**src/hdl/vpw_pkg.sv**
```systemverilog
// Shared types and constants for the Verlet point step with walls.
// Used by the axis front, axis back and top level; no dependencies.
package vpw_pkg;

  localparam int POS_W       = 32;               // Q16.16 position width
  localparam int VEL_W       = POS_W + 1;        // exact pos - prev
  localparam int RAD_W       = 31;
  localparam int BNC_W       = 17;               // bounce, Q1.16
  localparam int BOUNCE_FRAC = 16;
  localparam int REFL_W      = (VEL_W + 1) + (BNC_W + 1);  // -vel * bounce
  localparam int DT_W        = 32;
  localparam int ACC_W       = POS_W + DT_W + 1;          // accel * dt_squared
  localparam int SUM_W       = ACC_W + 1;
  localparam int CFG_IDX_W   = 3;
  localparam int CFG_DATA_W  = 32;
  localparam int NUM_AXES    = 3;
  localparam int AXIS_Y      = 1;

  localparam logic [RAD_W-1:0] WALL_RESET = RAD_W'(655360);

  typedef enum logic [CFG_IDX_W-1:0] {
    CFG_ACCEL_X = 3'd0,
    CFG_ACCEL_Y = 3'd1,
    CFG_ACCEL_Z = 3'd2,
    CFG_DT_SQ   = 3'd3,
    CFG_BOUNCE  = 3'd4,
    CFG_WALL    = 3'd5
  } cfg_idx_t;

  // One axis after clamping, with both products ready for rounding
  typedef struct packed {
    logic                     frozen;
    logic                     hit;
    logic signed [POS_W-1:0]  base;
    logic signed [POS_W-1:0]  old;
    logic signed [VEL_W-1:0]  vel;
    logic signed [REFL_W-1:0] refl_prod;
    logic signed [ACC_W-1:0]  acc_prod;
  } axis_mid_t;

endpackage

```
**src/hdl/vpw_axis_back.sv**
```systemverilog
// Second half of one axis: rounding, Verlet sum and saturation.
// Depends on vpw_pkg.
module vpw_axis_back
  import vpw_pkg::*;
#(
  parameter int FRAC_BITS = 16
)
(
  input  axis_mid_t               mid,
  output logic signed [POS_W-1:0] new_pos,
  output logic signed [POS_W-1:0] old_pos
);

  localparam logic signed [REFL_W-1:0] REFL_HALF = REFL_W'(1) << (BOUNCE_FRAC - 1);
  localparam logic signed [ACC_W-1:0]  ACC_HALF  = ACC_W'(1) << (FRAC_BITS - 1);
  localparam logic signed [SUM_W-1:0]  SAT_MAX   = SUM_W'(2147483647);
  localparam logic signed [SUM_W-1:0]  SAT_MIN   = -SAT_MAX - SUM_W'(1);

  logic signed [REFL_W-1:0] refl_rnd;
  logic signed [REFL_W-1:0] refl_vel;
  logic signed [REFL_W-1:0] vel_sel;
  logic signed [ACC_W-1:0]  acc_rnd;
  logic signed [ACC_W-1:0]  acc_step;
  logic signed [SUM_W-1:0]  sum;
  logic signed [POS_W-1:0]  sat;

  // round to nearest, ties up: add half then floor
  assign refl_rnd = $signed(mid.refl_prod) + REFL_HALF;
  assign refl_vel = refl_rnd >>> BOUNCE_FRAC;
  assign vel_sel  = mid.hit ? refl_vel : REFL_W'($signed(mid.vel));

  assign acc_rnd  = $signed(mid.acc_prod) + ACC_HALF;
  assign acc_step = acc_rnd >>> FRAC_BITS;

  assign sum = SUM_W'($signed(mid.base)) + SUM_W'(vel_sel) + SUM_W'(acc_step);

  always_comb begin
    if (sum > SAT_MAX) begin
      sat = SAT_MAX[POS_W-1:0];
    end else if (sum < SAT_MIN) begin
      sat = SAT_MIN[POS_W-1:0];
    end else begin
      sat = sum[POS_W-1:0];
    end
  end

  assign new_pos = mid.frozen ? $signed(mid.base) : sat;
  assign old_pos = $signed(mid.old);

endmodule

```
**config.mk**
```make
export PLATFORM = sky130hd
export DESIGN_NAME = vpw_axis_back
export DESIGN_NICKNAME = d
export VERILOG_FILES = /design/src/hdl/vpw_pkg.sv /design/src/hdl/vpw_axis_back.sv
export SDC_FILE = /design/constraint.sdc
export NUM_CORES = 1
export LEC_CHECK = 0
export BUFFER_PORTS_ARGS = -buffer_cell sky130_fd_sc_hd__buf_4
export CAP_MARGIN = 20
export CORE_UTILIZATION = 53
export DETAILED_ROUTE_END_ITERATION = 7
export PLACE_DENSITY = 0.85
export SLEW_MARGIN = 10
export SYNTH_ARGS = -nofsm -noshare
export SYNTH_HDL_FRONTEND = slang
export SYNTH_SLANG_ARGS = --single-unit
export TNS_END_PERCENT = 30
```
**constraint.sdc**
```tcl
create_clock -name vclk -period 9.9
set_input_delay 0.495 -clock vclk [all_inputs]
set_output_delay 0.495 -clock vclk [all_outputs]
set_load 0.005 [all_outputs]
```
Yosys cells after proc, flatten, opt, wreduce, memory -nomap -nowiden

Index checks and enable logic that the tools add are counted.

Register bits: 0
Output and inout bits: 64
Bits of input ports: 216
Logic and storage cells: 10

$lt $le $gt $ge: 2
Add/sub/neg operators: 4
Multiplexer cells: 4

Operators by type and width:

| kind                   | number |
|---|---|
| $mux 32                | 3 |
| $add 65x17->65 const B | 1 |
| $add 53x49->54         | 1 |
| $gt 54x32->1 const B   | 1 |
| $lt 54x32->1 const B   | 1 |
| $add 32x52->53         | 1 |
| $add 52x17->52 const B | 1 |
| $mux 52                | 1 |

Logic depth before layout (Yosys ltp)

Gate-level depths: netlist (run 1).

Word-level depth: 8
Gate-level depth with buffers: 29
Mapped depth without buffers: 26

Worst setup path after synthesis (run 1)

OpenSTA, ideal clock, no wires.

Kind: input -> output
From: input mid[80] in the netlist's numbering
To: output new_pos[21]
Path buffers: 3
Setup slack: 2276 ps
Required time: 9405 ps
Stages on the path: 28
Arrival time: 7129 ps
Cells stage by stage: ha_1 > nand2_1 > or2_2 > clkbuf_1 > nor2_1 > and4_1 > nor2b_1 > and3_1 > nand2b_1 > nor2_1 > nand3_1 > xor2_1 > a21oi_1 > fa_1 > ha_1 > buf_2 > nand4_2 > nor3_4 > nand2_1 > o41ai_2 > a211oi_1 > xor2_1 > or4_1 > nor3_2 > nand4b_1 > a22oi_4 > buf_6 > a221o_1

Longest elaborated chain between the ends: 8
Elaborated cells on any way between the ends: 9
Those cells by class: 3 x add/sub; 2 x order compare; 4 x mux

Ends and longest elaborated chain:

| element            | line                | RTL |
|---|---|---|
| start: declaration | vpw_axis_back.sv:9  | `input axis_mid_t mid,` |
| $add 52x17->52 *   | vpw_axis_back.sv:28 | `assign refl_rnd = $signed(mid.refl_prod) + REFL_HALF;` |
| $mux 52 *          | vpw_axis_back.sv:30 | `assign vel_sel = mid.hit ? refl_vel : REFL_W'($signed(mid.vel));` |
| $add 32x52->53 *   | vpw_axis_back.sv:35 | `assign sum = SUM_W'($signed(mid.base)) + SUM_W'(vel_sel) + SUM_W'(acc_step);` |
| $add 53x49->54 *   | vpw_axis_back.sv:35 |  |
| $lt 54x32->1       | vpw_axis_back.sv:40 | `end else if (sum < SAT_MIN) begin` |
| $mux 32            | vpw_axis_back.sv:40 |  |
| $mux 32 *          | vpw_axis_back.sv:38 | `if (sum > SAT_MAX) begin` |
| $mux 32 *          | vpw_axis_back.sv:47 | `assign new_pos = mid.frozen ? $signed(mid.base) : sat;` |
| end: declaration   | vpw_axis_back.sv:10 | `output logic signed [POS_W-1:0] new_pos,` |

Every way passes the cells marked *; elsewhere a longest branch is shown, timed or not.

Final worst setup path (run 1)

From: input mid[80] in the netlist's numbering
To: output new_pos[25]

Same word-level chain as after synthesis.

==> flow_results.org, run 1 <==
** Yosys
- Yosys printed 0 warnings.
- Post-synthesis instance area :: around 7500 sq um
- Of the post-synthesis cell area, the dominant cell type holds between 10% and 20%.
- In this run the mean area of a mapped cell was between 7 and 8 sq um.
- Synthesized Nets :: approximately 1,400
- Yosys mapped the design onto 81 distinct sky130hd cell types.
- Biggest area contributors in the synthesized netlist :: sky130_fd_sc_hd__fa_1 (13%), sky130_fd_sc_hd__ha_1 (8.5%), sky130_fd_sc_hd__xor2_1 (7.6%), sky130_fd_sc_hd__nand2_1 (6.3%), sky130_fd_sc_hd__inv_1 (5.8%)
- Post-synthesis instance total :: 1,065
- Summed over all instances, the cell type with the most area after synthesis is sky130_fd_sc_hd__fa_1.
- The share of the Yosys chip area taken by registers is 0%.

** Pwr
- Internal :: roughly 440 uW
- Net switching is 58.19% of the power.
- Leakage power figure :: 0.003797 uW
- VDD sags by at most roughly 65 uV.
- Net Sw Power :: 618.6 uW
- Sequential cell fraction of total power :: 0%
- In this run the power density over the cells is 123.3 nW/um^2.
- Clk network pwr share :: 0%
- Proportion of power drawn by combinational gates :: between 90% and 100%

** Setup path
- For this design, the slowest cell found on the critical path is sky130_fd_sc_hd__a22oi_4.
- The most numerous cell type found on the critical path is sky130_fd_sc_hd__buf_4.
- Critical path launch point :: mid[80]
- STA classifies the critical path endpoint as an output port.
- By startpoint and endpoint, the worst setup path is classified as in2out.
- Required time at the worst-slack endpoint :: approximately 9400 ps
- For the worst setup path, the data arrival time is slightly below 8000 ps.
- Critical Path Fanout Max :: 25
- For this run, the slowest stage of the critical path takes 700 ps.
- The worst setup path is launched from an input port.

** GRT
- Initial antenna violation count :: 0
- The global routing stage identified its most utilized layer as met2.
- For met3 alone, demand over resource in global routing was about 1.7%.
- Gr ovfl total :: 0
- The first global-routing pass estimated 35.02 mm of wire.
- Pin count of the biggest net entering global routing :: a little under 70
- Global routing used 29.20% of the available tracks.
- Met1 Usage GRT :: between 30% and 40%
- For this run, global-route usage on met2 was measured as 51.72%.
- Number of global-route vias before repair :: 7,510

** Finish
- Fill cells in the final layout number between 1,000 and 1,500.
- Compared with the post-synthesis result, the final layout area differs by 15.45%.
- Leaving out fill and tap cells, the most frequent cell in the layout is sky130_fd_sc_hd__buf_4.
- In the layout the commonest cells are sky130_fd_sc_hd__buf_4 (189), sky130_fd_sc_hd__nand2_1 (126), sky130_fd_sc_hd__inv_1 (116).
- Summing all flip-flop and latch instances after layout gives 0 sq um.
- Share of final-layout standard cells stronger than drive strength 1 :: 20.12%
- The layout has 0 clock buffers.
- 0 antenna diodes ended up in the layout.
- Seq cells :: 0
- In the final design database the tool counted roughly 1,500 nets.

** CTS
- After clock tree synthesis, the setup repair step added 0 buffers.
- Hold buffers post-CTS :: 0
- Post-cts resize count :: 0

** Routing
- Detailed-route vias per instance :: about 5.9
- The detail route stage leaves a number of antenna-violating nets equal to 0.
- Initial detailed-routing violation count :: between 500 and 600
- In the final routed layout, each cell accounts on average for approximately 16 microns.
- Final routed wirelength across all metal layers :: about 22 mm
- In the routed design, unresolved DRC markers number 0.
- The pre-antenna-repair detailed-routing pass consisted of 7 iterations.
- Detailed routing inserted a total of 8,025 vias.

** Place
- Placer Congestion :: between 0.9 and 1
- Once detailed placement completed, the half-perimeter wirelength came to roughly 19 mm.
- Port buffering added approximately 190 buffers.

** Die
- Die Outline Area :: roughly 15,000 sq um
- Row generation in the floorplan step produced 43 rows.
- In this run the standard cell core region covers around 14,000 sq um.
- The initial utilization of the core area, before any placement, comes to about 54%.
- The floorplan step set the die width to 120.7 microns.
- For this design the top-level I/O count stands at 280.
- From bottom edge to top edge, the die measures ~120 microns.

** Timing
- Final hold violation count :: 0
- Measured against its own limit, the worst slew margin works out to 46.55%.
- Setup repair after global routing left no endpoint under its margin.
- Of the available clock period, the critical path in the final layout requires 84.59%.
- Final critical-path required period :: 8375 ps
- Worst-case hold slack :: between 900 and 1000 ps
- Actual transition at the worst max-transition pin :: around 800 ps
- The number of max-slew violations in the final report came to 0.
- Setup violations remaining at the end of the flow were counted as 0.
- Fmax :: about 0.12 GHz
- Setup TNS :: 0 ps

** Min path
- The startpoint identified for the worst hold timing path is mid[160].
- The min-delay analysis places its worst path in the category in2out.

** Job
- Max cap viols :: 0

** Run status
- Status :: finished, final reports clean
[through the flow]
| step | worst slack (ps) | area (sq um) | instances | power (uW) | util, % |
|---|---|---|---|---|---|
| 2_1_floorplan | 2276 | 7466 | 1065 | 745.6 | - |
| 3_3_place_gp | 1769 | 8620 | 1353 | 1031 | 62.34 |
| 3_5_place_dp | 1669 | 8620 | 1353 | 1046 | 62.34 |
| 4_1_cts | 1622 | 8620 | 1353 | 1051 | 62.34 |
| 5_1_grt | 1148 | 8620 | 1353 | 1160 | 62.34 |
| 6_report | 1525 | 8620 | 1353 | 1063 | 62.34 |
[cells by family after synthesis]
family / after synthesis / synth area share (%)
compound gates: 261 / 25.57
mux: 2 / 0.2849
xor+xnor: 113 / 13.26
buf+inv: 197 / 12.54
fa+ha+maj: 101 / 21.95
simple gates: 391 / 26.40
[synthesized netlist by cell type (all sizes together), types with 2 or more instances]
cell type and count:
o21ai 78, a211oi 7, o31ai 5, nand4b 2, nand4 46, a221oi 4
o21a 5, nor2 71, o2111ai 4, inv 116, a32o 2, or3 12
a31oi 4, clkbuf 15, nand2b 4, a21oi 65, and3b 2, xnor2 48
or2 4, a311oi 4, a2111oi 2, and2 8, a221o 31, o22ai 3
a22oi 6, nand2 127, or4 2, and3 13, nor4 10, a21o 17
nor2b 7, xor2 65, o21bai 2, buf 66, nor3 24, nand3 48
ha 51, o211a 3, fa 50, and4 4, nor4b 3, o211ai 5
a2bb2oi 2, a211o 4
[per-layer routing]
metal  routed length [microns]  share of wire [%]
met1                      9663                 44
met2                     10460                 48
met3                      1296                5.9
met4                       366                1.7
met5                         0                  0
[area by class of cell]
cell class | count | area, sq um | share of cell area [%]
tap | 180 | 225.2 | 2.613
timing repair buffer | 189 | 1419 | 16.46
multi-input combinational | 868 | 6540 | 75.87
inverter | 116 | 435.4 | 5.052
[path summary, 6_finish.rpt]
check | end | slack (ps) | cells past startpoint
max | new_pos[25] | 1530 | 29
min | old_pos[10] | 990 | 0
[power groups by stage]
stage                     Sequential [uW]  Combinational, uW  Clock, uW
after CTS                               0               1050          0
final                                   0               1060          0
after global placement                  0               1030          0
after floorplan                         0                746          0
after global routing                    0               1160          0
after detailed placement                0               1050          0
[critical path, delay by kind of cell]
family,cells,cell delay (ps)
buf+inv,4,810
fa+ha+maj,3,1120
simple gates,15,3420
compound gates,5,1620
xor+xnor,2,350
(Power assumes the default switching activity.)
==> run 2, diff against run 1 <==
ABC_AREA = 1   (was not set)
CORE_UTILIZATION = 50   (was 53)
PLACE_DENSITY = 0.81   (was 0.85)
clock period = 6.8 ns   (was 9.9 ns; I/O delays follow)
==> run 2 against run 1 <==
Effect of this change:
- first-iteration DRC count is 26% higher
- die area is 31% higher
- synthesized cell count is 64% higher
- cell count is 57% higher
- largest power group unchanged
- critical path type unchanged
- sequential share of layout area stayed put
- non-clock buffer count is 5 higher
- hold slack worse by 310 ps
- critical path depth stayed put
- count of clock-buffer cells in the layout stayed put
==> flow_results.org, run 2 <==
** Yosys
- sky130_fd_sc_hd__nand2_1 takes more of the synthesized area than any other cell.
- Top cells by instance count after synthesis :: sky130_fd_sc_hd__nand2_1 (584), sky130_fd_sc_hd__inv_1 (415), sky130_fd_sc_hd__nor2_1 (157), sky130_fd_sc_hd__nand3_1 (70), sky130_fd_sc_hd__xor2_1 (65)
- Synthesis produced a netlist with a net count of 2,062.
- Counting distinct cell types in the post-synthesis netlist gives 40.
- Part of the Yosys area used for sequential elements :: 0%
- Yosys top cell area share :: 23.71%
- For this run, the number of Yosys warnings is 0.
- Most frequent cell after synthesis :: sky130_fd_sc_hd__nand2_1
- Synth Area per Inst :: roughly 5.3 sq um
- The synthesized netlist occupies a cell area of between 9000 and 10,000 sq um.
- In the synthesized netlist, the number of instances is 1,745.
- In the post-synthesis netlist, the biggest area contributors are sky130_fd_sc_hd__nand2_1 (24%), sky130_fd_sc_hd__inv_1 (17%), sky130_fd_sc_hd__fa_1 (11%), sky130_fd_sc_hd__ha_1 (6.9%), sky130_fd_sc_hd__nor2_1 (6.4%).

** Finish
- In the layout the commonest cells are sky130_fd_sc_hd__nand2_1 (582), sky130_fd_sc_hd__inv_1 (415), sky130_fd_sc_hd__buf_4 (190).
- The design has 0 sequential cells.
- Synthesis-to-layout area growth :: 16.24%
- Number of nets in the layout :: 2,210
- Count of clock buffers in the final design :: 0
- Of the cells placed in the final design, the portion with a size suffix greater than 1 is between 10% and 20%.
- 0 antenna diodes ended up in the layout.
- In the final layout, flip-flops and latches occupy 0 sq um.
- The library cell used most frequently in the layout, excluding fill and tap cells, is sky130_fd_sc_hd__nand2_1.

** Setup path
- Grouping stages by cell kind, the critical path spends the most delay in simple AND/OR/NAND/NOR gates.
- Startpoint-to-endpoint class of the critical path :: in2out
- STA puts the critical path data required time at between 6000 and 7000 ps.
- Critical Path Fanout Max :: 25
- CP Data Arrival Time :: between 6000 and 7000 ps
- STA classifies the critical path startpoint as an input port.
- Worst path most repeated cell :: sky130_fd_sc_hd__nand2_1
- Worst Path Buf+Inv :: 5
- Type of destination of the critical path :: output port
- Cell with the biggest individual delay on the critical path :: sky130_fd_sc_hd__nor3_1
- Tracing the worst setup path back leads to its startpoint at mid[15].
- Largest stage delay, worst path :: around 520 ps

** GRT
- Global routing used around a third of the available tracks across all layers.
- Most utilized layer in the global route result :: met2
- Gr ovfl total :: 0
- The via count of the first global-routing pass is approximately 10,000.
- Entering global routing, the biggest net connects 49 pins.
- Global-route wire length before repair :: slightly below 50 mm
- Global routing used between 30% and 40% of the available met1 tracks.
- Met3 routing resource usage after global routing :: under 10%
- Initial antenna violation count :: 0
- Met2 capacity usage during global routing :: between 60% and 70%

** Place
- Placed wire-length estimate after detailed placement :: about 28 mm
- Routability-driven placement finished with a final weighted congestion of slightly below 1.
- Count of input and output buffers :: 186

** Timing
- Final hold violation count :: 0
- Final max-slew violation count :: 0
- Setup TNS :: 0 ps
- Fmax :: 0.1545 GHz
- Worst-case hold slack :: ~680 ps
- The clock period could shrink to ~6500 ps.
- Measured against its own limit, the worst slew margin works out to 36.10%.
- Total setup violations reported at the end of the flow :: 0
- Tcrit/Tclk final :: 95.21%
- For the pin with the worst max-slew slack, the measured transition is 948.4 ps.

** Die
- Initial cell density of the core :: between 50% and 60%
- Area of the placeable core :: roughly 18,000 sq um
- The floorplan has slightly below 50 rows.
- Measured along the x axis, the die boundary spans about 140 microns.
- In this run the count of I/O pins placed on the die edge is 280.
- Chip height :: about 140 microns
- The die covers 19,040 sq um.

** Routing
- Wirelength per Cell :: 15.12 microns
- Summing over every cut layer, the via total after detailed routing is around 11,000.
- Summed over all layers, the routed wires come to between 30 and 40 mm.
- Residual antenna-violating net count after detailed routing :: 0
- The first detailed-routing pass took 7 iterations.
- Detailed-route vias per instance :: ~5.1
- Remaining routing DRC violations :: 0
- After the first detailed-routing iteration, the DRC count stood at 692.

** CTS
- The number of hold buffers added after CTS was 0.

** Pwr
- Total power divided by cell area :: between 150 and 200 nW/um^2
- Proportion of power drawn by combinational gates :: 100.0%
- The clock network accounts for 0% of the total power.
- Leakage power figure :: between 0.006 and 0.007 uW
- Proportion of total power due to net switching :: between 60% and 70%
- Worst supply voltage drop on vdd :: 85.97 uV
- Net Sw Power :: around 1100 uW
- The internal portion of the total power is a little over 600 uW.
- Sequential cell fraction of total power :: 0%

** Job
- Across the run, the number of max-cap violations was 0.

** Run status
- The flow ran to the end, and the final reports show no timing, DRC or antenna violations.

** Min path
- Worst hold path startpoint :: mid[160]
- HP Class :: in2out
run 2: changes by cell type in the layout (fill, tap and decap cells not counted), moves of 13 or more:
cell,before,now
sky130_fd_sc_hd__nand2_1,126,582
sky130_fd_sc_hd__inv_1,116,415
sky130_fd_sc_hd__nor2_1,71,151
sky130_fd_sc_hd__a221o_1,31,0
sky130_fd_sc_hd__o21ai_0,60,29
sky130_fd_sc_hd__nor2_2,0,25
sky130_fd_sc_hd__nand3_1,48,70
sky130_fd_sc_hd__a21oi_2,8,27
sky130_fd_sc_hd__a21o_1,17,0
sky130_fd_sc_hd__xnor2_1,48,32
sky130_fd_sc_hd__nor3_1,21,36
sky130_fd_sc_hd__o21ai_1,15,2
run 2: stage by stage:
stage	instances	setup slack, ps	utilization, %	area (sq um)	power [uW]
3_3_place_gp	2118	496.3	59.12	10660	1646
6_report	2120	325.6	59.62	10750	1711
2_1_floorplan	1745	715.4	-	9245	1173
5_1_grt	2120	-8.543	59.62	10750	1921
3_5_place_dp	2118	379.1	59.12	10660	1669
4_1_cts	2118	386.8	59.12	10660	1675
run 2: cell families after synthesis:
kind of cell / count (synthesis) / share of synthesized area [%]
AND/OR/NAND/NOR: 946 / 43.28
buffers and inverters: 470 / 20.87
AO/OA/AOI/OAI: 125 / 8.283
adder cells (fa/ha/maj): 101 / 17.73
XOR/XNOR: 97 / 9.189
multiplexers: 6 / 0.6496
run 2: area by class of cell:
cell class | count | area [sq um]
multi-input cells | 1275 | 7383
fillers | 1910 | 7278
well taps | 229 | 286.5
repair buffers | 194 | 1493
inverters | 422 | 1584
run 2: worst paths after layout:
check	end	slack [ps]	depth (start not counted)
max	new_pos[16]	330	29
min	old_pos[10]	680	0
run 2: timing repair:
item                       CTS  global route
setup endpoints to repair    0            31
resized for setup            0            19
hold endpoints to repair     0             0
setup buffers                0             1
run 2: metal layers:
metal  vias to the layer above  wire, microns
met1                      4831          13140
li1                       5506              -
met3                        88           2259
met4                         0           1706
met5                         -              0
met2                       406          14940
run 2: power groups by stage:
stage	Clock [uW]	Combinational, uW	Sequential (uW)
4_1_cts	0	1680	0
3_5_place_dp	0	1670	0
5_1_grt	0	1920	0
3_3_place_gp	0	1650	0
2_1_floorplan	0	1170	0
6_report	0	1710	0
